`src/rtl/core/rgvg_pkg.sv`:
```
// ============================================================================
// rgvg_pkg
// Shared types, constants and helper functions for the radial gauge vertex
// generator: payload structs, edge codes, angle and edge arithmetic, and the
// reciprocal table used by the tangent polynomial.
// ============================================================================
package rgvg_pkg;

   // Queue depth between the tangent unit and the vertex emitter
   localparam int unsigned QUEUE_DEPTH = 2;

   // Fixed-point constants
   localparam logic [16:0] TURN_ONE     = 17'd65536;
   localparam logic [15:0] HALF_Q16     = 16'd32768;
   localparam logic [13:0] EIGHTH_TURN  = 14'd8192;
   localparam logic [16:0] ANGLE_TO_Q30 = 17'd102944;
   localparam logic [30:0] ONE_Q30      = 31'h4000_0000;
   localparam logic [3:0]  LAST_VERTEX  = 4'd9;

   // Edge codes
   localparam logic [1:0] EDGE_RIGHT  = 2'd0;
   localparam logic [1:0] EDGE_TOP    = 2'd1;
   localparam logic [1:0] EDGE_LEFT   = 2'd2;
   localparam logic [1:0] EDGE_BOTTOM = 2'd3;

   // Polynomial chains
   localparam logic CHAIN_SIN = 1'b0;
   localparam logic CHAIN_COS = 1'b1;

   // Configuration register indexes
   localparam logic [1:0] CSR_START_QUARTER = 2'd0;
   localparam logic [1:0] CSR_REVERSE       = 2'd1;
   localparam logic [1:0] CSR_GAUGE_SIZE    = 2'd2;

   typedef struct packed {
      logic signed [15:0] center_x;
      logic signed [15:0] center_y;
      logic [15:0]        level;
      logic [15:0]        level_max;
      logic [15:0]        scale_ratio;
   } req_type;

   typedef struct packed {
      logic [3:0]         vertex_index;
      logic signed [31:0] pos_x;
      logic signed [31:0] pos_y;
      logic [16:0]        tex_u;
      logic [16:0]        tex_v;
      logic               last;
   } rsp_type;

   // Front output: fill fraction and scale product
   typedef struct packed {
      logic signed [15:0] cx;
      logic signed [15:0] cy;
      logic [16:0]        frac;
      logic [31:0]        mul;
   } frac_type;

   // Tangent unit output: adds the half-tangent magnitude
   typedef struct packed {
      logic signed [15:0] cx;
      logic signed [15:0] cy;
      logic [16:0]        frac;
      logic [31:0]        mul;
      logic [15:0]        hmag;
   } gauge_type;

   typedef struct packed {
      logic [1:0]         side;
      logic signed [15:0] delta;
   } edge_pos_type;

   // Angle in Q0.16 turns from start quarter, direction and turn amount
   function automatic logic [15:0] angle_of(input logic [16:0] t, input logic [1:0] sq,
                                            input logic rev);
      logic [15:0] base;
      begin
         base = {sq, 14'd0};
         angle_of = rev ? (base - t[15:0]) : (base + t[15:0]);
      end
   endfunction

   // Edge of the unit square and signed distance from its centre angle
   function automatic edge_pos_type edge_of(input logic [15:0] a);
      edge_pos_type e;
      logic [15:0]  ctr;
      begin
         if (a >= 16'd8192 && a <= 16'd24576) begin
            e.side = EDGE_TOP;
            ctr    = 16'd16384;
         end else if (a >= 16'd8192 && a <= 16'd40960) begin
            e.side = EDGE_LEFT;
            ctr    = 16'd32768;
         end else if (a >= 16'd8192 && a <= 16'd57344) begin
            e.side = EDGE_BOTTOM;
            ctr    = 16'd49152;
         end else begin
            e.side = EDGE_RIGHT;
            ctr    = 16'd0;
         end
         e.delta = $signed(a - ctr);
         edge_of = e;
      end
   endfunction

   // Horner divisors of the sine and cosine chains
   function automatic logic [6:0] divisor_of(input logic chain, input logic [2:0] lvl);
      begin
         case ({chain, lvl})
            {CHAIN_SIN, 3'd0}: divisor_of = 7'd72;
            {CHAIN_SIN, 3'd1}: divisor_of = 7'd42;
            {CHAIN_SIN, 3'd2}: divisor_of = 7'd20;
            {CHAIN_SIN, 3'd3}: divisor_of = 7'd6;
            {CHAIN_COS, 3'd0}: divisor_of = 7'd90;
            {CHAIN_COS, 3'd1}: divisor_of = 7'd56;
            {CHAIN_COS, 3'd2}: divisor_of = 7'd30;
            {CHAIN_COS, 3'd3}: divisor_of = 7'd12;
            {CHAIN_COS, 3'd4}: divisor_of = 7'd2;
            default:           divisor_of = 7'd1;
         endcase
      end
   endfunction

   // floor(2^32 / divisor)
   function automatic logic [31:0] recip_of(input logic chain, input logic [2:0] lvl);
      begin
         case ({chain, lvl})
            {CHAIN_SIN, 3'd0}: recip_of = 32'd59652323;
            {CHAIN_SIN, 3'd1}: recip_of = 32'd102261126;
            {CHAIN_SIN, 3'd2}: recip_of = 32'd214748364;
            {CHAIN_SIN, 3'd3}: recip_of = 32'd715827882;
            {CHAIN_COS, 3'd0}: recip_of = 32'd47721858;
            {CHAIN_COS, 3'd1}: recip_of = 32'd76695844;
            {CHAIN_COS, 3'd2}: recip_of = 32'd143165576;
            {CHAIN_COS, 3'd3}: recip_of = 32'd357913941;
            {CHAIN_COS, 3'd4}: recip_of = 32'd2147483648;
            default:           recip_of = 32'd0;
         endcase
      end
   endfunction

endpackage

```
`src/rtl/core/rgvg_fifo.sv`:
```
// ============================================================================
// rgvg_fifo
// Short register queue between the tangent unit and the vertex emitter.
// ============================================================================
module rgvg_fifo import rgvg_pkg::*; #(
   parameter int unsigned DEPTH = QUEUE_DEPTH
) (
   input  logic      clock,
   input  logic      reset,
   input  logic      push_valid,
   output logic      push_ready,
   input  gauge_type push_data,
   output logic      pop_valid,
   input  logic      pop_ready,
   output gauge_type pop_data
);

   localparam int unsigned PW = (DEPTH > 1) ? $clog2(DEPTH) : 1;
   localparam int unsigned CW = $clog2(DEPTH + 1);

   gauge_type       mem_ff [DEPTH];
   logic [PW-1:0]   wp_ff, wp_in;
   logic [PW-1:0]   rp_ff, rp_in;
   logic [CW-1:0]   cnt_ff, cnt_in;
   logic            push, pop;

   assign push_ready = (cnt_ff != CW'(DEPTH));
   assign pop_valid  = (cnt_ff != '0);
   assign pop_data   = mem_ff[rp_ff];
   assign push       = push_valid && push_ready;
   assign pop        = pop_valid && pop_ready;

   // Pointer and count update
   always_comb begin
      wp_in  = wp_ff;
      rp_in  = rp_ff;
      cnt_in = cnt_ff;
      if (push) begin
         wp_in = (wp_ff == PW'(DEPTH - 1)) ? '0 : wp_ff + PW'(1);
      end
      if (pop) begin
         rp_in = (rp_ff == PW'(DEPTH - 1)) ? '0 : rp_ff + PW'(1);
      end
      if (push && !pop) begin
         cnt_in = cnt_ff + CW'(1);
      end else if (pop && !push) begin
         cnt_in = cnt_ff - CW'(1);
      end
   end

   always_ff @(posedge clock) begin
      if (reset) begin
         wp_ff  <= '0;
         rp_ff  <= '0;
         cnt_ff <= '0;
      end else begin
         wp_ff  <= wp_in;
         rp_ff  <= rp_in;
         cnt_ff <= cnt_in;
      end
   end

   always_ff @(posedge clock) begin
      if (push) begin
         mem_ff[wp_ff] <= push_data;
      end
   end

endmodule

```
`config.mk`:
```
export PLATFORM = sky130hd
export DESIGN_NAME = rgvg_fifo
export DESIGN_NICKNAME = d
export VERILOG_FILES = /design/src/rtl/core/rgvg_pkg.sv /design/src/rtl/core/rgvg_fifo.sv
export SDC_FILE = /design/constraint.sdc
export NUM_CORES = 1
export LEC_CHECK = 0
export BUFFER_PORTS_ARGS = -buffer_cell sky130_fd_sc_hd__buf_2
export CAP_MARGIN = 20
export CORE_UTILIZATION = 45
export DETAILED_ROUTE_END_ITERATION = 10
export GPL_TIMING_DRIVEN = 1
export PLACE_DENSITY = 0.69
export SETUP_SLACK_MARGIN = 0.1
export SLEW_MARGIN = 40
export SYNTH_ARGS = -nofsm -noshare
export SYNTH_HDL_FRONTEND = slang
export SYNTH_SLANG_ARGS = --single-unit
export TNS_END_PERCENT = 100
```
`constraint.sdc`:
```
create_clock -name clock -period 3.2 [get_ports clock]
set_clock_uncertainty 0.1 [all_clocks]
set_input_delay 0.32 -clock clock [delete_from_list [all_inputs] [get_ports clock]]
set_output_delay 0.32 -clock clock [all_outputs]
set_load 0.005 [all_outputs]
```
==> run summary <==
Clk root buf -> clkbuf_16
GRT Overall Usage -> 16.91%
Top-area cell type share of the netlist area -> 79.37%
Most frequent cell after synthesis -> edfxtp_1
Max stage delay on crit path -> 0.62 ns
Synth async-reset ratio -> 0%
FMAX -> 411.6 MHz
Initial core utilization -> 46.20%
Pre-antenna DRT Iters -> 4
# diodes -> 0
Hold Path Depth -> 2
Critical Path End Type -> primary output
Die Area -> 16820 um^2
Syn Nets -> 428
Vias per Instance -> 4.768
LEAKAGE -> 3.853 nW
Synth top area cells -> edfxtp_1 79%, mux2_2 10%, mux2_4 6.1%, dfxtp_1 1.4%, buf_6 0.77%
CP Max Fanout -> 29
Hold Path Class -> input port to register
Yosys warnings -> 0
R2r setup slk -> 1.22 ns
Setup violations, final -> 0
Req. time, crit path -> 2.78 ns
Worst-path cell chain -> buf_4 -> mux2_2 -> buf_2
GPL Wtd Cong -> 0.7308
TritonCTS buffer count -> 17
Accumulated negative setup slack -> 0 ns
Kind of start point of the critical path -> register
Post-synthesis cell count -> 326
Vias in the first global route -> 4325
Synthesized flop and latch total -> 199
Overall power -> 7.055 mW
Crit-path slowest cell -> dfxtp_4
Type of the worst setup path -> register to primary output
PD cells -> 697.0 nW/um^2
Core ar. -> 15890 um^2
CTS tree -> yes
Post-DRT Antenna Nets -> 0
Pin count of the biggest net entering global routing -> 98
Synth cell count leaders -> 194 x edfxtp_1, 67 x mux2_2, 30 x mux2_4, 6 x buf_2
Routed via count -> 4110
Final Cycle Share -> 75.92%
Post_cts resized -> 0
MaxCap Viol Count -> 0
M3 GR Usage -> 5.945%
Fin. max-slew vios -> 0
Unrepaired setup endpoints after global routing -> no
Setup slack after layout -> 0.7704 ns
Register area share after synthesis -> 80.74%
Aggregate global routing overflow -> 0
Initial antenna violation count -> 0
# DRC -> 0
DIE HEIGHT -> 129.7 um
Total I/O pin count -> 200
Initial DRC count -> 187
Site Rows -> 46
Max clock buf depth -> 2
VDD IR max -> 0.4540 mV
Final-report hold violation count -> 0
Worst Path Arrival -> 2.01 ns
Routed len/inst -> 16.09 um
Detailed placement HPWL -> 8.435 mm
Port bufs -> 199
Main flop type after synthesis -> edfxtp_1
Post-synth cell types -> 19
Share of cells above drive strength 1 -> 51.24%
Met1 Use GR -> 19.45%
Reg2reg path depth -> 3
Synth area leader -> edfxtp_1
Nets@finish -> 737
EDFF count, synth -> 194
Place WS -> 1.217 ns
Htree depth -> 4
Mapped Avg Cell Area -> 22.51 um^2
Clk sinks -> 199
Status -> finished clean
Syn Std Cell Area -> 7340 um^2
First-pass GRT wire length -> 21.04 mm
Slew @ Worst Pin -> 0.5629 ns
Later-pin clock latency in the skew report -> 0.42 ns
Rel. slew slack -> 62.48%
Area Overhead vs Synth -> 37.91%
Chip width -> 129.7 um
Met2 usage in global routing -> 28.75%
Reg clk slew, reported paths -> 0.07 ns
Crit path time final -> 2.430 ns
GR peak layer -> met2
Total Wirelength -> 13.87 mm
## state kept, by name, summed over array words and instances (netlist names), named ones only
register,flops
wp_ff,1
cnt_ff,2
mem_ff,194
rp_ff,1
## worst max-delay path, delay by kind of cell, from the launching register on
family	cells	cell delay, ns
muxes	1	0.38
buffers and inverters	2	0.55
DFF	1	0.62
## through the flow
step | cell area [um^2] | instances | utilization [%] | hold slack [ns]
floorplan | 7345 | 326 | - | 0.2891
global placement | 8607 | 735 | 54.18 | 0.3850
detailed placement | 8607 | 735 | 54.18 | 0.4109
CTS | 10120 | 862 | 63.72 | 0.004962
global route | 10120 | 862 | 63.72 | 0.02310
finish | 10120 | 862 | 63.72 | 0.03039
## final timing paths
kind,from,to
setup / recovery,register,pop_data[86]
hold / removal,reset,register
hold reg to reg,cnt_ff[1],cnt_ff[1]
setup reg to reg,cnt_ff[0],mem_ff[1][63]
## where the power goes
| part | leakage (nW) | internal, mW | switching [mW] |
|---|---|---|---|
| sequential | 1.85 | 3.26 | 0.133 |
| clock | 0.265 | 1.14 | 0.862 |
| combinational | 1.73 | 0.925 | 0.743 |
| total | 3.85 | 5.32 | 1.74 |
## logic make-up (layout without fill, tap and decap cells)
| family | Yosys count | after routing | share of synthesized area, % |
|---|---|---|---|
| DFF | 199 | 199 | 80.74 |
| buffers and inverters | 12 | 332 | 1.227 |
| muxes | 97 | 97 | 16.42 |
| and+or+nand+nor | 9 | 9 | 0.6822 |
| AOI/OAI and AO/OA | 5 | 5 | 0.4092 |
| adders and majority gates | 1 | 1 | 0.1704 |
| xor gates and xnor gates | 3 | 3 | 0.3581 |
## layer usage
metal | wire [um] | share of wire (%)
met1 | 5620 | 41
met2 | 7075 | 51
met3 | 999 | 7.2
met4 | 171 | 1.2
met5 | 0 | 0
## layout by cell type (no fill, tap or decap)
master         instances
nand2b_1               1
buf_2                199
bufinv_16              2
dfxtp_4                1
dlygate4sd3_1         97
buf_12                 3
clkinv_1               2
edfxtp_1             194
clkinv_4               2
a21oi_1                2
clkinvlp_4             2
nand3b_1               1
or3_1                  1
ha_1                   1
mux2_2                67
and2_1                 1
o21ai_0                2
clkinv_2               3
a21bo_2                1
and3_4                 1
or2_2                  1
nor2_1                 3
buf_4                  2
dfxtp_1                4
clkbuf_16             17
mux2_4                30
xor2_1                 3
clkbuf_1               3
## layout make-up
class,instances,area (um^2)
inverters,1,7.507
flip-flops and latches,199,5929
repair buffers,301,2042
clock buffers,20,436.7
fillers,1151,5763
well taps,216,270.3
multi-input cells,115,1329
clock inverters,10,107.6
## what timing repair did
action                     CTS  global route
hold buffers                97             0
buffers inserted             0             0
setup endpoints to repair    0             0
hold endpoints to repair   194             0
Power figures use the tool's default switching activity.
