<file path="src/rtl/core/rgvg_pkg.sv">
// ============================================================================
// rgvg_pkg
// Shared types, constants and helper functions for the radial gauge vertex
// generator: payload structs, edge codes, angle and edge arithmetic, and the
// reciprocal table used by the tangent polynomial.
// ============================================================================
package rgvg_pkg;

   // Queue depth between the tangent unit and the vertex emitter
   localparam int unsigned QUEUE_DEPTH = 2;

   // Fixed-point constants
   localparam logic [16:0] TURN_ONE     = 17'd65536;
   localparam logic [15:0] HALF_Q16     = 16'd32768;
   localparam logic [13:0] EIGHTH_TURN  = 14'd8192;
   localparam logic [16:0] ANGLE_TO_Q30 = 17'd102944;
   localparam logic [30:0] ONE_Q30      = 31'h4000_0000;
   localparam logic [3:0]  LAST_VERTEX  = 4'd9;

   // Edge codes
   localparam logic [1:0] EDGE_RIGHT  = 2'd0;
   localparam logic [1:0] EDGE_TOP    = 2'd1;
   localparam logic [1:0] EDGE_LEFT   = 2'd2;
   localparam logic [1:0] EDGE_BOTTOM = 2'd3;

   // Polynomial chains
   localparam logic CHAIN_SIN = 1'b0;
   localparam logic CHAIN_COS = 1'b1;

   // Configuration register indexes
   localparam logic [1:0] CSR_START_QUARTER = 2'd0;
   localparam logic [1:0] CSR_REVERSE       = 2'd1;
   localparam logic [1:0] CSR_GAUGE_SIZE    = 2'd2;

   typedef struct packed {
      logic signed [15:0] center_x;
      logic signed [15:0] center_y;
      logic [15:0]        level;
      logic [15:0]        level_max;
      logic [15:0]        scale_ratio;
   } req_type;

   typedef struct packed {
      logic [3:0]         vertex_index;
      logic signed [31:0] pos_x;
      logic signed [31:0] pos_y;
      logic [16:0]        tex_u;
      logic [16:0]        tex_v;
      logic               last;
   } rsp_type;

   // Front output: fill fraction and scale product
   typedef struct packed {
      logic signed [15:0] cx;
      logic signed [15:0] cy;
      logic [16:0]        frac;
      logic [31:0]        mul;
   } frac_type;

   // Tangent unit output: adds the half-tangent magnitude
   typedef struct packed {
      logic signed [15:0] cx;
      logic signed [15:0] cy;
      logic [16:0]        frac;
      logic [31:0]        mul;
      logic [15:0]        hmag;
   } gauge_type;

   typedef struct packed {
      logic [1:0]         side;
      logic signed [15:0] delta;
   } edge_pos_type;

   // Angle in Q0.16 turns from start quarter, direction and turn amount
   function automatic logic [15:0] angle_of(input logic [16:0] t, input logic [1:0] sq,
                                            input logic rev);
      logic [15:0] base;
      begin
         base = {sq, 14'd0};
         angle_of = rev ? (base - t[15:0]) : (base + t[15:0]);
      end
   endfunction

   // Edge of the unit square and signed distance from its centre angle
   function automatic edge_pos_type edge_of(input logic [15:0] a);
      edge_pos_type e;
      logic [15:0]  ctr;
      begin
         if (a >= 16'd8192 && a <= 16'd24576) begin
            e.side = EDGE_TOP;
            ctr    = 16'd16384;
         end else if (a >= 16'd8192 && a <= 16'd40960) begin
            e.side = EDGE_LEFT;
            ctr    = 16'd32768;
         end else if (a >= 16'd8192 && a <= 16'd57344) begin
            e.side = EDGE_BOTTOM;
            ctr    = 16'd49152;
         end else begin
            e.side = EDGE_RIGHT;
            ctr    = 16'd0;
         end
         e.delta = $signed(a - ctr);
         edge_of = e;
      end
   endfunction

   // Horner divisors of the sine and cosine chains
   function automatic logic [6:0] divisor_of(input logic chain, input logic [2:0] lvl);
      begin
         case ({chain, lvl})
            {CHAIN_SIN, 3'd0}: divisor_of = 7'd72;
            {CHAIN_SIN, 3'd1}: divisor_of = 7'd42;
            {CHAIN_SIN, 3'd2}: divisor_of = 7'd20;
            {CHAIN_SIN, 3'd3}: divisor_of = 7'd6;
            {CHAIN_COS, 3'd0}: divisor_of = 7'd90;
            {CHAIN_COS, 3'd1}: divisor_of = 7'd56;
            {CHAIN_COS, 3'd2}: divisor_of = 7'd30;
            {CHAIN_COS, 3'd3}: divisor_of = 7'd12;
            {CHAIN_COS, 3'd4}: divisor_of = 7'd2;
            default:           divisor_of = 7'd1;
         endcase
      end
   endfunction

   // floor(2^32 / divisor)
   function automatic logic [31:0] recip_of(input logic chain, input logic [2:0] lvl);
      begin
         case ({chain, lvl})
            {CHAIN_SIN, 3'd0}: recip_of = 32'd59652323;
            {CHAIN_SIN, 3'd1}: recip_of = 32'd102261126;
            {CHAIN_SIN, 3'd2}: recip_of = 32'd214748364;
            {CHAIN_SIN, 3'd3}: recip_of = 32'd715827882;
            {CHAIN_COS, 3'd0}: recip_of = 32'd47721858;
            {CHAIN_COS, 3'd1}: recip_of = 32'd76695844;
            {CHAIN_COS, 3'd2}: recip_of = 32'd143165576;
            {CHAIN_COS, 3'd3}: recip_of = 32'd357913941;
            {CHAIN_COS, 3'd4}: recip_of = 32'd2147483648;
            default:           recip_of = 32'd0;
         endcase
      end
   endfunction

endpackage

</file>
<file path="src/rtl/core/rgvg_back.sv">
// ============================================================================
// rgvg_back
// Vertex emitter: walks vertices 0..9 of the queued gauge, picks each edge
// offset, scales it to screen units and drives the response register.
// ============================================================================
module rgvg_back import rgvg_pkg::*; (
   input  logic       clock,
   input  logic       reset,
   input  logic [1:0] start_quarter,
   input  logic       reverse_direction,
   input  logic       in_valid,
   output logic       in_ready,
   input  gauge_type  in_data,
   output logic       rsp_valid,
   input  logic       rsp_stall,
   output rsp_type    rsp_data
);

   logic               adv;
   logic [3:0]         k_ff, k_in;
   logic [3:0]         km1;
   logic [16:0]        cap;
   logic [16:0]        t;
   edge_pos_type       ep;
   logic [15:0]        dabs;
   logic [16:0]        mag;
   logic signed [16:0] h;
   logic signed [16:0] ox, oy;

   logic               s1_vld_ff;
   logic [3:0]         s1_k_ff;
   logic signed [16:0] s1_ox_ff, s1_oy_ff;
   logic signed [15:0] s1_cx_ff, s1_cy_ff;
   logic [31:0]        s1_mul_ff;

   logic               s2_vld_ff;
   logic [3:0]         s2_k_ff;
   logic signed [16:0] s2_ox_ff, s2_oy_ff;
   logic signed [15:0] s2_cx_ff, s2_cy_ff;
   logic [48:0]        s2_px_ff, s2_py_ff;

   logic               out_vld_ff;
   rsp_type            out_ff, out_in;

   logic [16:0]        ax, ay;
   logic [48:0]        rx_sum, ry_sum;
   logic [31:0]        rx, ry;
   logic [17:0]        tu, tv;

   // Whole pipeline moves when the response register is free
   assign adv       = !out_vld_ff || !rsp_stall;
   assign in_ready  = adv && (k_ff == LAST_VERTEX);
   assign rsp_valid = out_vld_ff;
   assign rsp_data  = out_ff;

   // Vertex counter
   always_comb begin
      k_in = k_ff;
      if (in_valid && adv) begin
         k_in = (k_ff == LAST_VERTEX) ? 4'd0 : k_ff + 4'd1;
      end
   end

   // Edge offsets of vertex k
   always_comb begin
      km1  = k_ff - 4'd1;
      cap  = {km1, 13'd0};
      t    = (in_data.frac < cap) ? in_data.frac : cap;
      ep   = edge_of(angle_of(t, start_quarter, reverse_direction));
      dabs = ep.delta[15] ? 16'(-ep.delta) : 16'(ep.delta);
      if (dabs == 16'(EIGHTH_TURN)) begin
         mag = 17'(HALF_Q16);
      end else if (dabs == 16'd0) begin
         mag = 17'd0;
      end else begin
         mag = {1'b0, in_data.hmag};
      end
      h = ep.delta[15] ? -$signed(mag) : $signed(mag);
      case (ep.side)
         EDGE_RIGHT: begin
            ox = 17'sd32768;
            oy = h;
         end
         EDGE_TOP: begin
            ox = -h;
            oy = 17'sd32768;
         end
         EDGE_LEFT: begin
            ox = -17'sd32768;
            oy = -h;
         end
         default: begin
            ox = h;
            oy = -17'sd32768;
         end
      endcase
      if (k_ff == 4'd0) begin
         ox = 17'sd0;
         oy = 17'sd0;
      end
   end

   // Magnitudes for scaling
   assign ax = s1_ox_ff[16] ? 17'(-s1_ox_ff) : 17'(s1_ox_ff);
   assign ay = s1_oy_ff[16] ? 17'(-s1_oy_ff) : 17'(s1_oy_ff);

   // Rounding, sign and final position
   always_comb begin
      rx_sum = s2_px_ff + 49'(1 << 27);
      ry_sum = s2_py_ff + 49'(1 << 27);
      rx     = 32'(rx_sum[48:28]);
      ry     = 32'(ry_sum[48:28]);
      tu     = 18'({s2_ox_ff[16], s2_ox_ff}) + 18'(HALF_Q16);
      tv     = 18'({s2_oy_ff[16], s2_oy_ff}) + 18'(HALF_Q16);
      out_in.vertex_index = s2_k_ff;
      out_in.pos_x = 32'(s2_cx_ff) + (s2_ox_ff[16] ? -rx : rx);
      out_in.pos_y = 32'(s2_cy_ff) + (s2_oy_ff[16] ? -ry : ry);
      out_in.tex_u = tu[16:0];
      out_in.tex_v = tv[16:0];
      out_in.last  = (s2_k_ff == LAST_VERTEX);
   end

   always_ff @(posedge clock) begin
      if (reset) begin
         k_ff       <= 4'd0;
         s1_vld_ff  <= 1'b0;
         s2_vld_ff  <= 1'b0;
         out_vld_ff <= 1'b0;
      end else begin
         k_ff <= k_in;
         if (adv) begin
            s1_vld_ff  <= in_valid;
            s2_vld_ff  <= s1_vld_ff;
            out_vld_ff <= s2_vld_ff;
         end
      end
   end

   always_ff @(posedge clock) begin
      if (adv) begin
         s1_k_ff   <= k_ff;
         s1_ox_ff  <= ox;
         s1_oy_ff  <= oy;
         s1_cx_ff  <= in_data.cx;
         s1_cy_ff  <= in_data.cy;
         s1_mul_ff <= in_data.mul;
         s2_k_ff   <= s1_k_ff;
         s2_ox_ff  <= s1_ox_ff;
         s2_oy_ff  <= s1_oy_ff;
         s2_cx_ff  <= s1_cx_ff;
         s2_cy_ff  <= s1_cy_ff;
         s2_px_ff  <= 49'(ax) * 49'(s1_mul_ff);
         s2_py_ff  <= 49'(ay) * 49'(s1_mul_ff);
         out_ff    <= out_in;
      end
   end

endmodule

</file>
<file path="config.mk">
export PLATFORM = sky130hd
export DESIGN_NAME = rgvg_back
export DESIGN_NICKNAME = d
export VERILOG_FILES = /design/src/rtl/core/rgvg_pkg.sv /design/src/rtl/core/rgvg_back.sv
export SDC_FILE = /design/constraint.sdc
export NUM_CORES = 2
export LEC_CHECK = 0
export BUFFER_PORTS_ARGS = -buffer_cell sky130_fd_sc_hd__buf_2
export CORE_ASPECT_RATIO = 1.75
export CORE_MARGIN = 2
export CORE_UTILIZATION = 65
export CTS_CLUSTER_SIZE = 40
export DETAILED_ROUTE_END_ITERATION = 10
export GPL_TIMING_DRIVEN = 0
export PLACE_DENSITY = 0.88
export REMOVE_ABC_BUFFERS = 1
export SLEW_MARGIN = 20
export SYNTH_ARGS = -nofsm -noshare
export SYNTH_HDL_FRONTEND = slang
export SYNTH_SLANG_ARGS = --single-unit
export TNS_END_PERCENT = 100
</file>
<file path="constraint.sdc">
create_clock -name clock -period 13.25 [get_ports clock]
set_clock_uncertainty 0.1 [all_clocks]
set_input_delay 1.9875 -clock clock [delete_from_list [all_inputs] [get_ports clock]]
set_output_delay 1.9875 -clock clock [all_outputs]
set_load 0.05 [all_outputs]
</file>
==> run summary <==
Status = finished, final reports clean
Unrepaired setup endpoints after global routing = false
DIE WIDTH = 212 um
Worst Setup Path Type = input pin to flip-flop
Mapped Area = 49400 sq um
First-pass GRT wire length = 222000 um
Max-cap violation count = 0
HP Class = flip-flop to flip-flop
Postcts setup bufs = 0
Worst Tran Pin Value = 1.15 ns
Register area share after synthesis = 19.7%
Iter 0 DRT Violations = 3718
Dpl cells = 6207
Most common cell after layout, fill and taps aside = inv_1
DR top layer = met5
Root Buffer = clkbuf_16
Max clock buf depth = 3
Die Ht = 369 um
Crit path buf inv count = 3
P&R area growth vs syn = 9.62%
Post-synthesis register bit count = 326
Pin count of the biggest net entering global routing = 65
Reg clk slew, reported paths = 0.07 ns
Routed vias/inst = 6.22
Total global routing track utilization = 37.1%
Antenna Diode Count = 0
WL/cell = 22.0 um
Final Instance Area = 54100 sq um
Pre-antenna DRT Iters = 6
Crit Path Max Fanout = 21
Fillcell total = 4723
Yosys warning count = 0
GPL Wtd Cong = 0.946
Met2 wire len = 68600 um
CP startpoint kind = input pin
Fin util = 71.9%
Most frequent CP cell = ha_1
Skew-Pair Late Insertion Delay = 0.64 ns
Syn_area_per_cell = 9.64 sq um
Core box area = 75200 sq um
EDFF count, synth = 319
Async set-reset flop share out of synthesis = 0%
Grt total ovfl = 0
Routed wire length = 138000 um
Setup crit end kind = flip-flop
CP delay by family, top = simple AND/OR/NAND/NOR gates
Row Count = 133
# DRC = 0
Ports = 209
CTS Buf Count = 34
Worst EP arrival = 12.00 ns
Final setup fails = 0
M1 wire length = 40400 um
Synth Flop Type = edfxtp_1
Reg2Reg Setup Slack = 1.63 ns
Post-route ant nets = 0
Initial Utilization = 65.6%
Layout cell share with drive strength beyond 1 = 8.71%
Most frequent cells in the layout = inv_1, nand2_1, fa_1
Max-slew violation count = 0
IO Port Bufs = 208
Vias after detailed routing = 39000
Final Instance Count excl. Fillers = 6270
Die Area = 78300 sq um
CP max stage cell = nor3_1
Worst EP required = 13.48 ns
F_max = 0.0849 GHz
Initial antenna violation count = 4
Dpl cell area = 52900 sq um
Final min period = 11.77 ns
Clock sinks = 326
CTS tree = built
NumNets Final = 6556
Rel. slew slack = 21.9%
Max incr delay on CP = 0.70 ns
Vias in the first global route = 44000
Max H-tree Level = 2
DP HPWL = 105000 um
Period utilisation layout = 88.9%
Hold Fails Final Rpt = 0
Met3 WL = 14900 um
Synth unique cells = 82
Hold Buf Count CTS = 0
Mapped Cells = 5120
Post-CTS resize count = 0
==> cells by family (layout without fill, tap and decap cells) <==
kind of cell	Yosys count	count (layout)	synth area share, %
multiplexers	16	16	0.329
AO/OA/AOI/OAI	475	475	6.43
buffers and inverters	1195	1333	9.12
XOR/XNOR	227	227	4.03
AND/OR/NAND/NOR	1661	1661	15.9
adder cells (fa/ha/maj)	1220	1220	44.5
flip-flops	326	326	19.7
==> path summary, 6_finish.rpt <==
check	startpoint	end	cells after the start
worst max-delay path	in_data[63]	s1_ox_ff[15]	30
worst min-delay path	s1_cy_ff[4]	s2_cy_ff[4]	0
worst min register to register	s1_cy_ff[4]	s2_cy_ff[4]	0
worst max register to register	k_ff[0]	s1_ox_ff[15]	32
==> layout make-up <==
| class | instances | area, sq um | share of cell area (%) |
|---|---|---|---|
| clock buffers | 44 | 930 | 1.72 |
| clock inverters | 18 | 236 | 0.437 |
| inverters | 938 | 3520 | 6.51 |
| multi-input cells | 3599 | 35500 | 65.6 |
| flip-flops and latches | 326 | 9720 | 18.0 |
| well taps | 1012 | 1270 | 2.34 |
| repair buffers | 333 | 2960 | 5.47 |
==> state kept, by name (all words and copies together) (netlist names), 16 cells and up <==
signal	cells
s1_cx_ff	16
s1_oy_ff	17
s1_ox_ff	17
s2_oy_ff	17
s1_cy_ff	16
s2_px_ff	22
s2_py_ff	22
s2_cx_ff	16
s2_cy_ff	16
s2_ox_ff	17
s1_mul_ff	32
rsp_data	103
==> cell usage after synthesis, drive strengths merged (37+ instances only) <==
cell type | n | area share [%]
inv | 938 | 7.1
nand2 | 897 | 6.8
fa | 896 | 36
ha | 324 | 8.2
edfxtp | 319 | 19
clkbuf | 244 | 1.9
and2 | 171 | 2.2
xnor2 | 171 | 3.0
nor2b | 165 | 2.1
nor2 | 146 | 1.1
a21oi | 110 | 1.1
o21ai | 100 | 1.0
xor2 | 56 | 0.99
nand3 | 53 | 0.54
nor3 | 49 | 0.52
a21o | 45 | 0.68
and3 | 37 | 0.47
nand2b | 37 | 0.47
==> layer usage <==
layer	global-route usage, %	vias to the layer above
li1	-	16100
met1	37.5	19000
met2	62.1	2694
met3	11.7	1179
met4	31.0	6
met5	0	-
==> through the flow <==
step / hold WS (ns) / setup slack (ns) / TNS [ns]
3_5_place_dp: 0.305 / 1.20 / 0
2_1_floorplan: 0.300 / 1.40 / 0
4_1_cts: 0.312 / 1.81 / 0
3_3_place_gp: 0.302 / -1.08 / -4.28
6_report: 0.309 / 1.48 / 0
5_1_grt: 0.319 / 0.816 / 0
Power is not shown: default switching activity piles up to over one toggle a cycle in this logic, so the estimate is an artifact.
