===== config.mk =====
export PLATFORM = sky130hd
export DESIGN_NAME = rgvg_front
export DESIGN_NICKNAME = d
export VERILOG_FILES = /design/src/rtl/core/rgvg_pkg.sv /design/src/rtl/core/rgvg_front.sv
export SDC_FILE = /design/constraint.sdc
export NUM_CORES = 1
export LEC_CHECK = 0
export ABC_AREA = 1
export BUFFER_PORTS_ARGS = -buffer_cell sky130_fd_sc_hd__buf_2
export CORE_UTILIZATION = 65
export DETAILED_ROUTE_END_ITERATION = 7
export PLACE_DENSITY = 0.87
export REMOVE_ABC_BUFFERS = 1
export SYNTH_ARGS = -nofsm -noshare
export SYNTH_HDL_FRONTEND = slang
export SYNTH_SLANG_ARGS = --single-unit
export TNS_END_PERCENT = 5

===== constraint.sdc =====
create_clock -name clock -period 10.79 [get_ports clock]
set_input_delay 0.5395 -clock clock [delete_from_list [all_inputs] [get_ports clock]]
set_output_delay 0.5395 -clock clock [all_outputs]
set_load 0.02 [all_outputs]

===== src/rtl/core/rgvg_pkg.sv =====
// ============================================================================
// rgvg_pkg
// Shared types, constants and helper functions for the radial gauge vertex
// generator: payload structs, edge codes, angle and edge arithmetic, and the
// reciprocal table used by the tangent polynomial.
// ============================================================================
package rgvg_pkg;

   // Queue depth between the tangent unit and the vertex emitter
   localparam int unsigned QUEUE_DEPTH = 2;

   // Fixed-point constants
   localparam logic [16:0] TURN_ONE     = 17'd65536;
   localparam logic [15:0] HALF_Q16     = 16'd32768;
   localparam logic [13:0] EIGHTH_TURN  = 14'd8192;
   localparam logic [16:0] ANGLE_TO_Q30 = 17'd102944;
   localparam logic [30:0] ONE_Q30      = 31'h4000_0000;
   localparam logic [3:0]  LAST_VERTEX  = 4'd9;

   // Edge codes
   localparam logic [1:0] EDGE_RIGHT  = 2'd0;
   localparam logic [1:0] EDGE_TOP    = 2'd1;
   localparam logic [1:0] EDGE_LEFT   = 2'd2;
   localparam logic [1:0] EDGE_BOTTOM = 2'd3;

   // Polynomial chains
   localparam logic CHAIN_SIN = 1'b0;
   localparam logic CHAIN_COS = 1'b1;

   // Configuration register indexes
   localparam logic [1:0] CSR_START_QUARTER = 2'd0;
   localparam logic [1:0] CSR_REVERSE       = 2'd1;
   localparam logic [1:0] CSR_GAUGE_SIZE    = 2'd2;

   typedef struct packed {
      logic signed [15:0] center_x;
      logic signed [15:0] center_y;
      logic [15:0]        level;
      logic [15:0]        level_max;
      logic [15:0]        scale_ratio;
   } req_type;

   typedef struct packed {
      logic [3:0]         vertex_index;
      logic signed [31:0] pos_x;
      logic signed [31:0] pos_y;
      logic [16:0]        tex_u;
      logic [16:0]        tex_v;
      logic               last;
   } rsp_type;

   // Front output: fill fraction and scale product
   typedef struct packed {
      logic signed [15:0] cx;
      logic signed [15:0] cy;
      logic [16:0]        frac;
      logic [31:0]        mul;
   } frac_type;

   // Tangent unit output: adds the half-tangent magnitude
   typedef struct packed {
      logic signed [15:0] cx;
      logic signed [15:0] cy;
      logic [16:0]        frac;
      logic [31:0]        mul;
      logic [15:0]        hmag;
   } gauge_type;

   typedef struct packed {
      logic [1:0]         side;
      logic signed [15:0] delta;
   } edge_pos_type;

   // Angle in Q0.16 turns from start quarter, direction and turn amount
   function automatic logic [15:0] angle_of(input logic [16:0] t, input logic [1:0] sq,
                                            input logic rev);
      logic [15:0] base;
      begin
         base = {sq, 14'd0};
         angle_of = rev ? (base - t[15:0]) : (base + t[15:0]);
      end
   endfunction

   // Edge of the unit square and signed distance from its centre angle
   function automatic edge_pos_type edge_of(input logic [15:0] a);
      edge_pos_type e;
      logic [15:0]  ctr;
      begin
         if (a >= 16'd8192 && a <= 16'd24576) begin
            e.side = EDGE_TOP;
            ctr    = 16'd16384;
         end else if (a >= 16'd8192 && a <= 16'd40960) begin
            e.side = EDGE_LEFT;
            ctr    = 16'd32768;
         end else if (a >= 16'd8192 && a <= 16'd57344) begin
            e.side = EDGE_BOTTOM;
            ctr    = 16'd49152;
         end else begin
            e.side = EDGE_RIGHT;
            ctr    = 16'd0;
         end
         e.delta = $signed(a - ctr);
         edge_of = e;
      end
   endfunction

   // Horner divisors of the sine and cosine chains
   function automatic logic [6:0] divisor_of(input logic chain, input logic [2:0] lvl);
      begin
         case ({chain, lvl})
            {CHAIN_SIN, 3'd0}: divisor_of = 7'd72;
            {CHAIN_SIN, 3'd1}: divisor_of = 7'd42;
            {CHAIN_SIN, 3'd2}: divisor_of = 7'd20;
            {CHAIN_SIN, 3'd3}: divisor_of = 7'd6;
            {CHAIN_COS, 3'd0}: divisor_of = 7'd90;
            {CHAIN_COS, 3'd1}: divisor_of = 7'd56;
            {CHAIN_COS, 3'd2}: divisor_of = 7'd30;
            {CHAIN_COS, 3'd3}: divisor_of = 7'd12;
            {CHAIN_COS, 3'd4}: divisor_of = 7'd2;
            default:           divisor_of = 7'd1;
         endcase
      end
   endfunction

   // floor(2^32 / divisor)
   function automatic logic [31:0] recip_of(input logic chain, input logic [2:0] lvl);
      begin
         case ({chain, lvl})
            {CHAIN_SIN, 3'd0}: recip_of = 32'd59652323;
            {CHAIN_SIN, 3'd1}: recip_of = 32'd102261126;
            {CHAIN_SIN, 3'd2}: recip_of = 32'd214748364;
            {CHAIN_SIN, 3'd3}: recip_of = 32'd715827882;
            {CHAIN_COS, 3'd0}: recip_of = 32'd47721858;
            {CHAIN_COS, 3'd1}: recip_of = 32'd76695844;
            {CHAIN_COS, 3'd2}: recip_of = 32'd143165576;
            {CHAIN_COS, 3'd3}: recip_of = 32'd357913941;
            {CHAIN_COS, 3'd4}: recip_of = 32'd2147483648;
            default:           recip_of = 32'd0;
         endcase
      end
   endfunction

endpackage


===== src/rtl/core/rgvg_front.sv =====
// ============================================================================
// rgvg_front
// Accepts gauge requests, forms the size product and works out the fill
// fraction level/level_max in Q0.16 with a two-bit-per-cycle divider.
// ============================================================================
module rgvg_front import rgvg_pkg::*; (
   input  logic        clock,
   input  logic        reset,
   input  logic [15:0] gauge_size,
   input  logic        in_valid,
   output logic        in_ready,
   input  req_type     in_data,
   output logic        out_valid,
   input  logic        out_ready,
   output frac_type    out_data
);

   logic        busy_ff, busy_in;
   logic        done_ff, done_in;
   logic [2:0]  cnt_ff, cnt_in;
   logic [16:0] rem_ff, rem_in;
   logic [15:0] quo_ff, quo_in;
   logic [15:0] lmax_ff, lmax_in;
   frac_type    item_ff, item_in;
   logic        accept;
   logic [16:0] r;
   logic [15:0] q;

   assign in_ready  = !busy_ff && (!done_ff || out_ready);
   assign accept    = in_valid && in_ready;
   assign out_valid = done_ff;
   assign out_data  = item_ff;

   // Two restoring steps per cycle
   always_comb begin
      r = rem_ff;
      q = quo_ff;
      for (int i = 0; i < 2; i++) begin
         r = {r[15:0], 1'b0};
         if (r >= {1'b0, lmax_ff}) begin
            r = r - {1'b0, lmax_ff};
            q = {q[14:0], 1'b1};
         end else begin
            q = {q[14:0], 1'b0};
         end
      end
   end

   // Request intake and divider sequencing
   always_comb begin
      busy_in = busy_ff;
      done_in = done_ff;
      cnt_in  = cnt_ff;
      rem_in  = rem_ff;
      quo_in  = quo_ff;
      lmax_in = lmax_ff;
      item_in = item_ff;
      if (done_ff && out_ready) begin
         done_in = 1'b0;
      end
      if (accept) begin
         item_in.cx  = in_data.center_x;
         item_in.cy  = in_data.center_y;
         item_in.mul = 32'(in_data.scale_ratio) * 32'(gauge_size);
         lmax_in     = in_data.level_max;
         rem_in      = {1'b0, in_data.level};
         quo_in      = 16'd0;
         cnt_in      = 3'd0;
         if (in_data.level_max == 16'd0) begin
            item_in.frac = 17'd0;
            done_in      = 1'b1;
         end else if (in_data.level >= in_data.level_max) begin
            item_in.frac = TURN_ONE;
            done_in      = 1'b1;
         end else begin
            busy_in = 1'b1;
         end
      end else if (busy_ff) begin
         rem_in = r;
         quo_in = q;
         cnt_in = cnt_ff + 3'd1;
         if (cnt_ff == 3'd7) begin
            busy_in      = 1'b0;
            done_in      = 1'b1;
            item_in.frac = {1'b0, q};
         end
      end
   end

   always_ff @(posedge clock) begin
      if (reset) begin
         busy_ff <= 1'b0;
         done_ff <= 1'b0;
         cnt_ff  <= 3'd0;
      end else begin
         busy_ff <= busy_in;
         done_ff <= done_in;
         cnt_ff  <= cnt_in;
      end
   end

   always_ff @(posedge clock) begin
      rem_ff  <= rem_in;
      quo_ff  <= quo_in;
      lmax_ff <= lmax_in;
      item_ff <= item_in;
   end

endmodule


==> summary.md, run 1 <==
| Metric | Value |
|---|---|
| Placed cells | 2367 |
| Initial core utilization | 66.97% |
| Vias in the first global route | 13.33k |
| Gate Count Post-Synth | 1941 |
| Post-synthesis sequential area ratio | 23.79% |
| Setup crit end kind | flop |
| Root buf cell | clkbuf_16 |
| Fin crit period | 5.577 ns |
| CP Cell Sequence | buf_2 -> nand2_1 -> fa_1 -> fa_1 -> inv_1 -> fa_1 -> fa_1 -> fa_1 -> inv_1 -> fa_1 -> inv_1 -> ha_1 -> nand2_1 -> inv_1 -> nand3_1 -> nor3_1 -> nand4_1 -> nand3_1 -> a21o_1 -> nand2_1 -> nand3_1 -> nand2_1 |
| # resized after CTS | 0 |
| Synth Area in Simple Gates | 17.98% |
| Worst Path Buf+Inv | 5 |
| Final setup fails | 0 |
| Input/output buffers | 182 |
| Final #Nets | 2515 |
| Synth Area in Compound Gates | 5.183% |
| # rows | 56 |
| Clock sink count | 132 |
| Routed vias/inst | 5.449 |
| Initial antenna violation count | 0 |
| N_diodes | 0 |
| Fin Hold WS | 0.2847 ns |
| Die H | 158.2 um |
| Element type at the critical path start | input pin |
| Layout cells sized above 1 | 11.35% |
| Critical path required time | 10.96 ns |
| Max Clk Rate | 0.1793 GHz |
| Pin count of the biggest net entering global routing | 53 |
| Total global routing overflow | 0 |
| Hold_buf cts | 0 |
| Syn Std Cell Area | 15860 sq um |
| Worst Tran Pin Value | 0.8964 ns |
| Slew margin rel. | 40.02% |
| WP data arrival | 5.75 ns |
| HPWL after DPL | 31610 um |
| Largest family of logic cells by synthesized area | adder cells |
| CP dominant cell by count | fa_1 |
| Crit path kind | input pin to flop |
| Vias | 13.07k |
| DRC Markers | 0 |
| XOR/XNOR Fraction of Synth Area | 2.651% |
| Endpoints failing hold | 0 |
| First-pass GRT wire length | 63890 um |
| Fill cell count | 1756 |
| Crit-path max cell delay | 0.55 ns |
| Worst min path class | input pin to flop |
| Die Footprint | 25030 sq um |
| Crit Path Max Fanout | 16 |
| Status | complete, no violations |
| Clock Skew | 0.01443 ns |
| Layout Cells excl Fill | 2399 |
| Max Cap Viol | 0 |
| Max clock buf depth | 2 |
| Final Max Tran Viols | 0 |
| Distinct cells, synth | 41 |
| Ys async rst share | 0% |
| H-tree depth | 4 |
| DRT Pass-1 Iters | 7 |
| Die Wd | 158.2 um |
| Syn. warnings | 0 |
| Routed length per instance | 16.43 um |
| RSZ-0062 raised after global routing | false |
| Synth Area in Adders | 36.68% |
| Ys flop type | edfxtp_1 |
| Sum Neg Setup Slack | 0 ns |
| Iteration-0 DRC Markers | 1125 |
| Post-CTS Setup Bufs | 0 |
| IO Pins | 183 |
| Worst-Skew Late Latency | 0.42 ns |
| Critical path's slowest cell | fa_1 |
| Post-synth EDFFs | 113 |
| Wirelength, routed | 39420 um |
| CTS Buf Count | 17 |
| Mux share of post-synthesis cell area | 0% |
| FF+latch count, synth | 132 |
| Placer Congestion | 0.9863 |
| Area delta synth->final | 10.22% |
| CORE AREA | 23680 sq um |
| Total track usage | 33.08% |
| CTS tree | yes |
| Detail Route Antenna Nets | 0 |
| Period utilisation layout | 51.68% |
| CTS clock-pin slew for the worst setup and hold paths | 0.07 ns |
| Synthesized area per cell | 8.171 sq um |
| Family with the most delay on the worst path | adder cells |
[final cells by class]
| class | count | area [sq um] | share of cell area [%] |
|---|---|---|---|
| multi-input combinational | 1236 | 9912 | 56.70 |
| sequential | 132 | 3774 | 21.59 |
| inverter | 496 | 1863 | 10.66 |
| timing repair buffer | 184 | 925.9 | 5.296 |
| clock buffer | 17 | 425.4 | 2.433 |
| tap | 319 | 399.1 | 2.283 |
| clock inverter | 15 | 182.7 | 1.045 |
[layer usage]
| layer | up-vias | track usage, % | wire (um) |
|---|---|---|---|
| met2 | 647 | 56.56 | 19390 |
| met5 | - | 0 | 0 |
| met4 | 0 | 14.15 | 1336 |
| li1 | 6123 | - | - |
| met3 | 103 | 5.749 | 3378 |
| met1 | 6199 | 41.24 | 15310 |
[registers in the layout, summed over array words and instances, names as in the netlist]
| signal | cells |
|---|---|
| busy_ff | 1 |
| cnt_ff | 3 |
| lmax_ff | 16 |
| out_data | 81 |
| out_valid | 1 |
| quo_ff | 14 |
| rem_ff | 16 |
[stage by stage]
stage          setup WS (ns)  utilization (%)  instance area [sq um]
6_report               5.213            73.82                  17480
3_3_place_gp           4.936            71.25                  16870
3_5_place_dp           4.823            71.25                  16870
4_1_cts                5.262            73.82                  17480
5_1_grt                4.912            73.82                  17480
2_1_floorplan          5.137                -                  15550
[logic make-up (layout without fill, tap and decap cells)]
group / count (synthesis) / after routing
and+or+nand+nor: 693 / 693
buffers and inverters: 573 / 712
adders and majority gates: 348 / 348
AOI/OAI and AO/OA: 147 / 147
DFF: 132 / 132
xor gates and xnor gates: 48 / 48
[worst paths after layout]
kind                                        startpoint                      to  slack (ns)  depth (start not counted)
worst max-delay path                       in_data[14]  out_data[30]$_DFFE_PP_        5.21                         22
worst min-delay path                       in_data[57]  out_data[58]$_DFFE_PP_        0.28                          1
worst max register to register    lmax_ff[1]$_DFFE_PP_     rem_ff[0]$_DFFE_PP_        5.73                         20
worst min register to register  cnt_ff[1]$_SDFFE_PP0P_  cnt_ff[1]$_SDFFE_PP0P_        0.47                          2
[cells in the final DEF, fill, tap and decap left out, types with 4 or more instances in the layout]
master and n:
nand3b_1 5, xor2_1 22, dfxtp_1 19, nand2_2 4, edfxtp_1 113, a21o_1 5
a21oi_1 68, nand4_1 24, clkbuf_16 17, o21ai_0 34, fa_1 195, nand2_1 519
xnor2_1 26, nand3_1 63, nor2_1 56, inv_1 492, inv_8 7, buf_2 182
o22ai_1 12, o21bai_1 8, ha_1 153, nor3_1 9, o21ai_1 5
[cells in the mapped netlist, types with 2 or more instances]
| cell type | n | share of area, % |
|---|---|---|
| nand2_1 | 519 | 12 |
| inv_1 | 493 | 12 |
| fa_1 | 195 | 25 |
| ha_1 | 153 | 12 |
| edfxtp_1 | 113 | 21 |
| clkbuf_1 | 72 | 1.7 |
| a21oi_1 | 68 | 2.1 |
| nand3_1 | 63 | 2.0 |
| nor2_1 | 56 | 1.3 |
| o21ai_0 | 34 | 1.1 |
| xnor2_1 | 26 | 1.4 |
| nand4_1 | 24 | 0.95 |
| xor2_1 | 22 | 1.2 |
| dfxtp_1 | 19 | 2.4 |
| o22ai_1 | 12 | 0.47 |
| nor3_1 | 9 | 0.28 |
| o21bai_1 | 8 | 0.38 |
| a21o_1 | 5 | 0.24 |
| nand3b_1 | 5 | 0.24 |
| o21ai_1 | 5 | 0.16 |
| nand2_2 | 4 | 0.16 |
| a31oi_1 | 3 | 0.12 |
| inv_2 | 3 | 0.071 |
| nand2_4 | 3 | 0.21 |
| o211ai_1 | 3 | 0.14 |
| o21a_1 | 3 | 0.14 |
| a21oi_2 | 2 | 0.11 |
| buf_4 | 2 | 0.095 |
| buf_6 | 2 | 0.14 |
| nand3_2 | 2 | 0.13 |
| nor4_1 | 2 | 0.079 |
| or2_2 | 2 | 0.079 |
Power of run 1 is left out: the tool's default activity adds up to more than one toggle a clock period on the data nets, which glitch-free logic cannot reach.
==> inputs of run 2 (changes only) <==
- CORE_UTILIZATION: 65 -> 61
- PLACE_DENSITY: 0.87 -> 0.83
- clock period: 10.79 -> 5.3 ns (I/O delays scaled with it)
==> run 2 against run 1 <==
Against the previous run:
- core utilization shrank 0.44 points
- non-clock buffer count grew 132
- register-to-register slack got worse by 4.9 ns
- global-route usage is 2.1 points lower
- worst setup slack worse by 5.0 ns
- highest routed layer unchanged
==> summary.md, run 2 (synthesized netlist as in run 1, its figures left out) <==
| Metric | Value |
|---|---|
| Status | complete, no violations |
| Crit Path Max Fanout | 10 (-6) |
| Worst Tran Pin Value | 0.7949 ns (-0.1016 ns) |
| Root buf cell | clkbuf_16 |
| # rows | 58 (+3.6%) |
| Family with the most delay on the worst path | adder cells |
| Endpoints failing hold | 0 (unchanged) |
| Initial antenna violation count | 0 (unchanged) |
| Worst min path class | input pin to flop |
| Final setup fails | 0 (unchanged) |
| R2r worst-path depth | 21 (+5.0%) |
| Max Cap Viol | 0 (unchanged) |
| Layout Cells excl Fill | 2542 (+6.0%) |
| Final Max Tran Viols | 0 (unchanged) |
| Total global routing overflow | 0 (unchanged) |
| Commonest non-fill, non-tap cell in the layout | nand2_1 |
| Final Cell Area | 18580 sq um (+6.3%) |
| Element type at the critical path start | input pin |
| Final core utilization | 73.38% (-0.44 points) |
| Wirelength, routed | 40430 um (+2.6%) |
| CP dominant cell by count | nand2_1 |
| Routed vias/inst | 5.314 (-2.5%) |
| CP endpoint | out_data[30]$_DFFE_PP_ |
| Placer Congestion | 0.9961 (+0.99%) |
| Slew margin rel. | 46.52% (+6.5 points) |
| Critical path's slowest cell | fa_1 |
| Setup crit end kind | flop |
| H-tree depth | 4 (unchanged) |
| Hold Path Stages | 1 (unchanged) |
| Clock Skew | 0.01189 ns (-0.002535 ns) |
| WP data arrival | 5.31 ns (-0.44 ns) |
| Initial core utilization | 62.62% (-4.3 points) |
| Vias | 13.51k (+3.3%) |
| Final #Nets | 2647 (+5.2%) |
| FF-to-FF End | rem_ff[0]$_DFFE_PP_ |
| RR Startpoint | lmax_ff[1]$_DFFE_PP_ |
| Crit-path max cell delay | 0.59 ns (+0.04 ns) |
| Worst setup path startpoint | in_data[6] |
| Layout cells sized above 1 | 16.82% (+5.5 points) |
| DRT Pass-1 Iters | 5 (-2) |
| Worst Path Buf+Inv | 8 (+3) |
| N_diodes | 0 (unchanged) |
| WP depth | 26 (+18%) |
| Input/output buffers | 182 (unchanged) |
| CTS clock-pin slew for the worst setup and hold paths | 0.07 ns (about the same) |
| CTS tree | yes |
| Routed length per instance | 15.90 um (-3.2%) |
| Die H | 163.2 um (+3.2%) |
| CORE AREA | 25330 sq um (+6.9%) |
| Pin count of the biggest net entering global routing | 54 (+1.9%) |
| Worst reg2reg setup slack | 0.85 ns (-4.88 ns) |
| Iteration-0 DRC Markers | 1084 (-3.6%) |
| Most frequent cells in the layout | nand2_1, inv_1, fa_1 |
| First-pass GRT wire length | 64410 um (+0.81%) |
| Area delta synth->final | 17.17% |
| Worst-Skew Late Latency | 0.43 ns (about the same) |
| Crit path kind | input pin to flop |
| Max reg flops | 81 (unchanged) |
| RSZ-0062 raised after global routing | true |
| CTS Buf Count | 17 (unchanged) |
| Fin crit period | 5.129 ns |
| Vias in the first global route | 13.63k (+2.2%) |
| Fin Hold WS | 0.01071 ns (-0.2740 ns) |
| Die Wd | 163.2 um (+3.2%) |
| Placed cells | 2506 (+5.9%) |
| DRC Markers | 0 (unchanged) |
| Total track usage | 30.96% (-2.1 points) |
| Critical path required time | 5.48 ns (-5.48 ns) |
| HPWL after DPL | 33980 um (+7.5%) |
| IO Pins | 183 (unchanged) |
| Max Clk Rate | 0.1950 GHz |
| Die Footprint | 26650 sq um (+6.5%) |
| Max clock buf depth | 2 (unchanged) |
| Clock sink count | 132 (unchanged) |
| Detail Route Antenna Nets | 0 (unchanged) |
| Period utilisation layout | 96.78% |
| Area post-placement | 17890 sq um (+6.0%) |
## run 2: layer usage
layer | global-route usage [%] | wire length (um) | share of wire, %
met1 | 38.61 | 16090 | 40
met2 | 54.87 | 20390 | 50
met3 | 3.377 | 2689 | 6.7
met4 | 12.11 | 1260 | 3.1
met5 | 0 | 0 | 0
## run 2: cell type report
type	count	area, sq um
Clock buffer	17	425.4
Timing Repair Buffer	316	1972
Inverter	496	1863
Tap cell	330	412.9
Fill cell	1922	6743
Multi-Input combinational cell	1236	9961
Sequential cell	132	3774
Clock inverter	15	176.4
## run 2: how the worst min path moves through the flow
| stage | from | to | slack [ns] |
|---|---|---|---|
| 6_report | in_data[54] | out_data[55]$_DFFE_PP_ | 0.01 |
| 5_1_grt | in_data[77] | out_data[78]$_DFFE_PP_ | 0.003 |
| 4_1_cts | in_data[54] | out_data[55]$_DFFE_PP_ | 0.002 |
| 3_5_place_dp | in_data[72] | out_data[73]$_DFFE_PP_ | 0.44 |
| 3_3_place_gp | in_data[60] | out_data[61]$_DFFE_PP_ | 0.44 |
| 2_1_floorplan | reset | busy_ff$_SDFFE_PP0P_ | 0.33 |
## run 2: timing repair
action	4_1_cts	5_1_grt
setup buffers	0	0
endpoints found under the setup margin	0	7
gates resized for setup	0	11
hold buffers	2	2
hold endpoints to repair	2	2
## run 2: per-stage QoR
stage | setup slack [ns] | TNS (ns)
3_5_place_dp | -0.2957 | -3.270
2_1_floorplan | -0.3073 | -5.223
6_report | 0.1706 | 0
3_3_place_gp | -0.2462 | -1.667
4_1_cts | 0.1445 | 0
5_1_grt | -0.06216 | -0.1116
Power of run 2 is left out for the same reason.
==> inputs of run 3 (changes only) <==
- ABC_AREA: 1 -> 0
==> run 3 against run 2 <==
Against the previous run:
- the flow now finishes with violations (setup timing)
- first-iteration DRC count fell by 11%
- register-to-register slack got worse by 0.53 ns
- clock-buffer cell count did not move
- hold slack improved by 0.0026 ns
- die area fell by 4.8%
- cell area fell by 2.0%
- cell count fell by 16%
- wire length fell by 4.6%
- critical path depth fell by 4
- core utilization rose by 1.5 points
- largest cell class unchanged
==> summary.md, run 3 <==
| Metric | Value |
|---|---|
| Iteration-0 DRC Markers | 961 (-11%) |
| Wirelength, routed | 38560 um (-4.6%) |
| Final Max Tran Viols | 0 (unchanged) |
| Top-count cell post-synth | inv_1 |
| Synth Area in Simple Gates | 14.03% (-3.9 points) |
| # rows | 57 (-1.7%) |
| Post-synth EDFFs | 113 (unchanged) |
| Die Footprint | 25360 sq um (-4.8%) |
| Critical path's slowest cell | fa_1 |
| CTS Buf Count | 17 (unchanged) |
| CTS tree | yes |
| Crit-path max cell delay | 0.55 ns (-0.04 ns) |
| Placer Congestion | 0.9316 (-6.5%) |
| Syn Std Cell Area | 15080 sq um (-4.9%) |
| Die H | 159.3 um (-2.4%) |
| Synth Area in Compound Gates | 8.278% (+3.1 points) |
| Routed length per instance | 18.08 um (+14%) |
| Worst Tran Pin Value | 0.9363 ns (+0.1414 ns) |
| Initial antenna violation count | 0 (unchanged) |
| CP dominant cell by count | fa_1 |
| Area post-placement | 17250 sq um (-3.6%) |
| Max clock buf depth | 2 (unchanged) |
| Routed vias/inst | 5.573 (+4.9%) |
| Worst reg2reg setup slack | 0.32 ns (-0.53 ns) |
| Synth Area in Adders | 38.57% (+1.9 points) |
| Largest area contributor in the netlist | fa_1 |
| XOR/XNOR Fraction of Synth Area | 3.019% (+0.37 points) |
| H-tree depth | 4 (unchanged) |
| Synth area leaders | fa_1, edfxtp_1, ha_1 |
| Post-synth top cells | inv_1, fa_1, nand2_1 |
| Initial core utilization | 62.03% (-0.60 points) |
| Input/output buffers | 182 (unchanged) |
| Fill cell count | 1619 (-16%) |
| Die Wd | 159.3 um (-2.4%) |
| RSZ-0062 raised after global routing | true |
| Crit Path Max Fanout | 10 (unchanged) |
| FF+latch count, synth | 132 (unchanged) |
| WP data arrival | 5.51 ns (+0.20 ns) |
| Distinct cells, synth | 72 (+76%) |
| CP Cell Sequence | clkbuf_4 -> and2_4 -> fa_1 -> inv_1 -> fa_1 -> fa_1 -> fa_1 -> inv_1 -> fa_1 -> inv_1 -> fa_1 -> inv_2 -> ha_4 -> nor2_2 -> nor2_2 -> o21bai_4 -> o211ai_1 -> a311oi_1 -> buf_4 -> a21o_1 -> nor2b_4 -> xnor2_1 |
| Register area | 3774 sq um (unchanged) |
| Area delta synth->final | 20.75% |
| Multi-input gate area | 10390 sq um (+4.3%) |
| Mux share of post-synthesis cell area | 3.052% (+3.1 points) |
| Clock sink count | 132 (unchanged) |
| Final setup fails | 2 (+2) |
| Fin crit period | 5.339 ns (+0.2094 ns) |
| Worst min path class | input pin to flop |
| Post-synthesis sequential area ratio | 25.02% (+1.2 points) |
| Root buf cell | clkbuf_16 |
| First-pass GRT wire length | 60100 um (-6.7%) |
| Worst Hold End | out_data[76]$_DFFE_PP_ |
| Vias | 11.89k (-12%) |
| Sum Neg Setup Slack | -0.06278 ns (-0.06278 ns) |
| Share of the synthesized area in the top cell type | 25.88% (+1.3 points) |
| Final #Nets | 2244 (-15%) |
| DRT Pass-1 Iters | 6 (+1) |
| Slew margin rel. | 37.58% (-8.9 points) |
| DRC Markers | 0 (unchanged) |
| Ys flop type | edfxtp_1 |
| Detail Route Antenna Nets | 0 (unchanged) |
| Clock Skew | 0.009510 ns (-0.002380 ns) |
| Synthesized area per cell | 10.02 sq um (+23%) |
| Syn. warnings | 0 (unchanged) |
| Violated checks | setup timing |
| Commonest non-fill, non-tap cell in the layout | inv_1 |
| Total global routing overflow | 0 (unchanged) |
| N_diodes | 0 (unchanged) |
| Hold_buf cts | 0 (-2) |
| Worst-Skew Late Latency | 0.42 ns (about the same) |
| CORE AREA | 24320 sq um (-4.0%) |
| Max Clk Rate | 0.1873 GHz (-3.9%) |
| Pin count of the biggest net entering global routing | 76 (+41%) |
| Critical path required time | 5.47 ns (about the same) |
| Hold Path Stages | 1 (unchanged) |
| Status | finished with violations |
| RR Startpoint | rem_ff[7]$_DFFE_PP_ |
| Element type at the critical path start | input pin |
| Most frequent cells in the layout | inv_1, fa_1, buf_2 |
| Fin Hold WS | 0.01335 ns (+0.002636 ns) |
| HPWL after DPL | 30280 um (-11%) |
| Final Cell Area | 18220 sq um (-2.0%) |
| Crit path kind | input pin to flop |
| Layout cells sized above 1 | 23.77% (+7.0 points) |
| Vias in the first global route | 12.18k (-11%) |
| Max Cap Viol | 0 (unchanged) |
| R2r worst-path depth | 17 (-19%) |
| Ys async rst share | 0% (unchanged) |
| Period utilisation layout | 100.7% (+4.0 points) |
| Max reg flops | 81 (unchanged) |
| Worst setup margin | -0.03881 ns (-0.2094 ns) |
| IO Pins | 183 (unchanged) |
| FF-to-FF End | rem_ff[15]$_DFFE_PP_ |
| Total track usage | 29.88% (-1.1 points) |
| CTS clock-pin slew for the worst setup and hold paths | 0.07 ns (about the same) |
| Largest family of logic cells by synthesized area | adder cells |
| Gate Count Post-Synth | 1505 (-22%) |
| Endpoints failing hold | 0 (unchanged) |
| Setup crit end kind | flop |
| Hold_sp | in_data[75] |
run 3: final cells by class:
type / instances / share of cell area (%)
Tap cell: 324 / 2.226
Sequential cell: 132 / 20.72
Clock inverter: 15 / 1.010
Multi-Input combinational cell: 1054 / 57.04
Clock buffer: 17 / 2.335
Inverter: 274 / 5.660
Timing Repair Buffer: 317 / 11.01
run 3: cells by family after synthesis:
logic type | count (synthesis)
buffers and inverters | 319
AND/OR/NAND/NOR | 430
AO/OA/AOI/OAI | 182
multiplexers | 42
flip-flops | 132
XOR/XNOR | 52
adder cells (fa/ha/maj) | 348
run 3: critical path: cells and delay by family:
kind / cells / cell delay (ns)
AND/OR/NAND/NOR: 4 / 0.56
XOR/XNOR: 1 / 0.07
AO/OA/AOI/OAI: 4 / 0.76
adder cells (fa/ha/maj): 7 / 3.23
buffers and inverters: 6 / 0.62
run 3: worst max path at each step:
stage | cells past startpoint | to | startpoint | slack (ns)
after detailed placement | 22 | out_data[29]$_DFFE_PP_ | gauge_size[4] | -0.60
final | 22 | out_data[29]$_DFFE_PP_ | in_data[4] | -0.04
after floorplan | 20 | out_data[29]$_DFFE_PP_ | in_data[12] | -0.35
after global placement | 22 | out_data[29]$_DFFE_PP_ | gauge_size[4] | -0.44
after CTS | 23 | out_data[29]$_DFFE_PP_ | in_data[5] | -0.04
after global routing | 22 | out_data[29]$_DFFE_PP_ | gauge_size[10] | -0.15
run 3: routing by layer:
metal	GRT usage, %	up-vias	share of wire [%]	wire, um
li1	-	5449	-	-
met1	38.15	5826	39	14960
met2	52.39	520	51	19560
met3	4.220	92	7.1	2722
met4	9.965	0	3.4	1308
met5	0	-	0	0
run 3: what timing repair did:
item	4_1_cts	5_1_grt
setup endpoints to repair	7	10
gates resized for setup	6	80
pin swaps	0	41
buffers inserted	0	2
run 3: metrics by stage:
step | cells | utilization [%] | setup slack (ns)
2_1_floorplan | 1460 | - | -0.3546
3_3_place_gp | 2099 | 70.91 | -0.4417
3_5_place_dp | 2099 | 70.91 | -0.5961
4_1_cts | 2131 | 73.49 | -0.04042
5_1_grt | 2133 | 74.90 | -0.1456
6_report | 2133 | 74.90 | -0.03881
Power of run 3 is left out for the same reason.
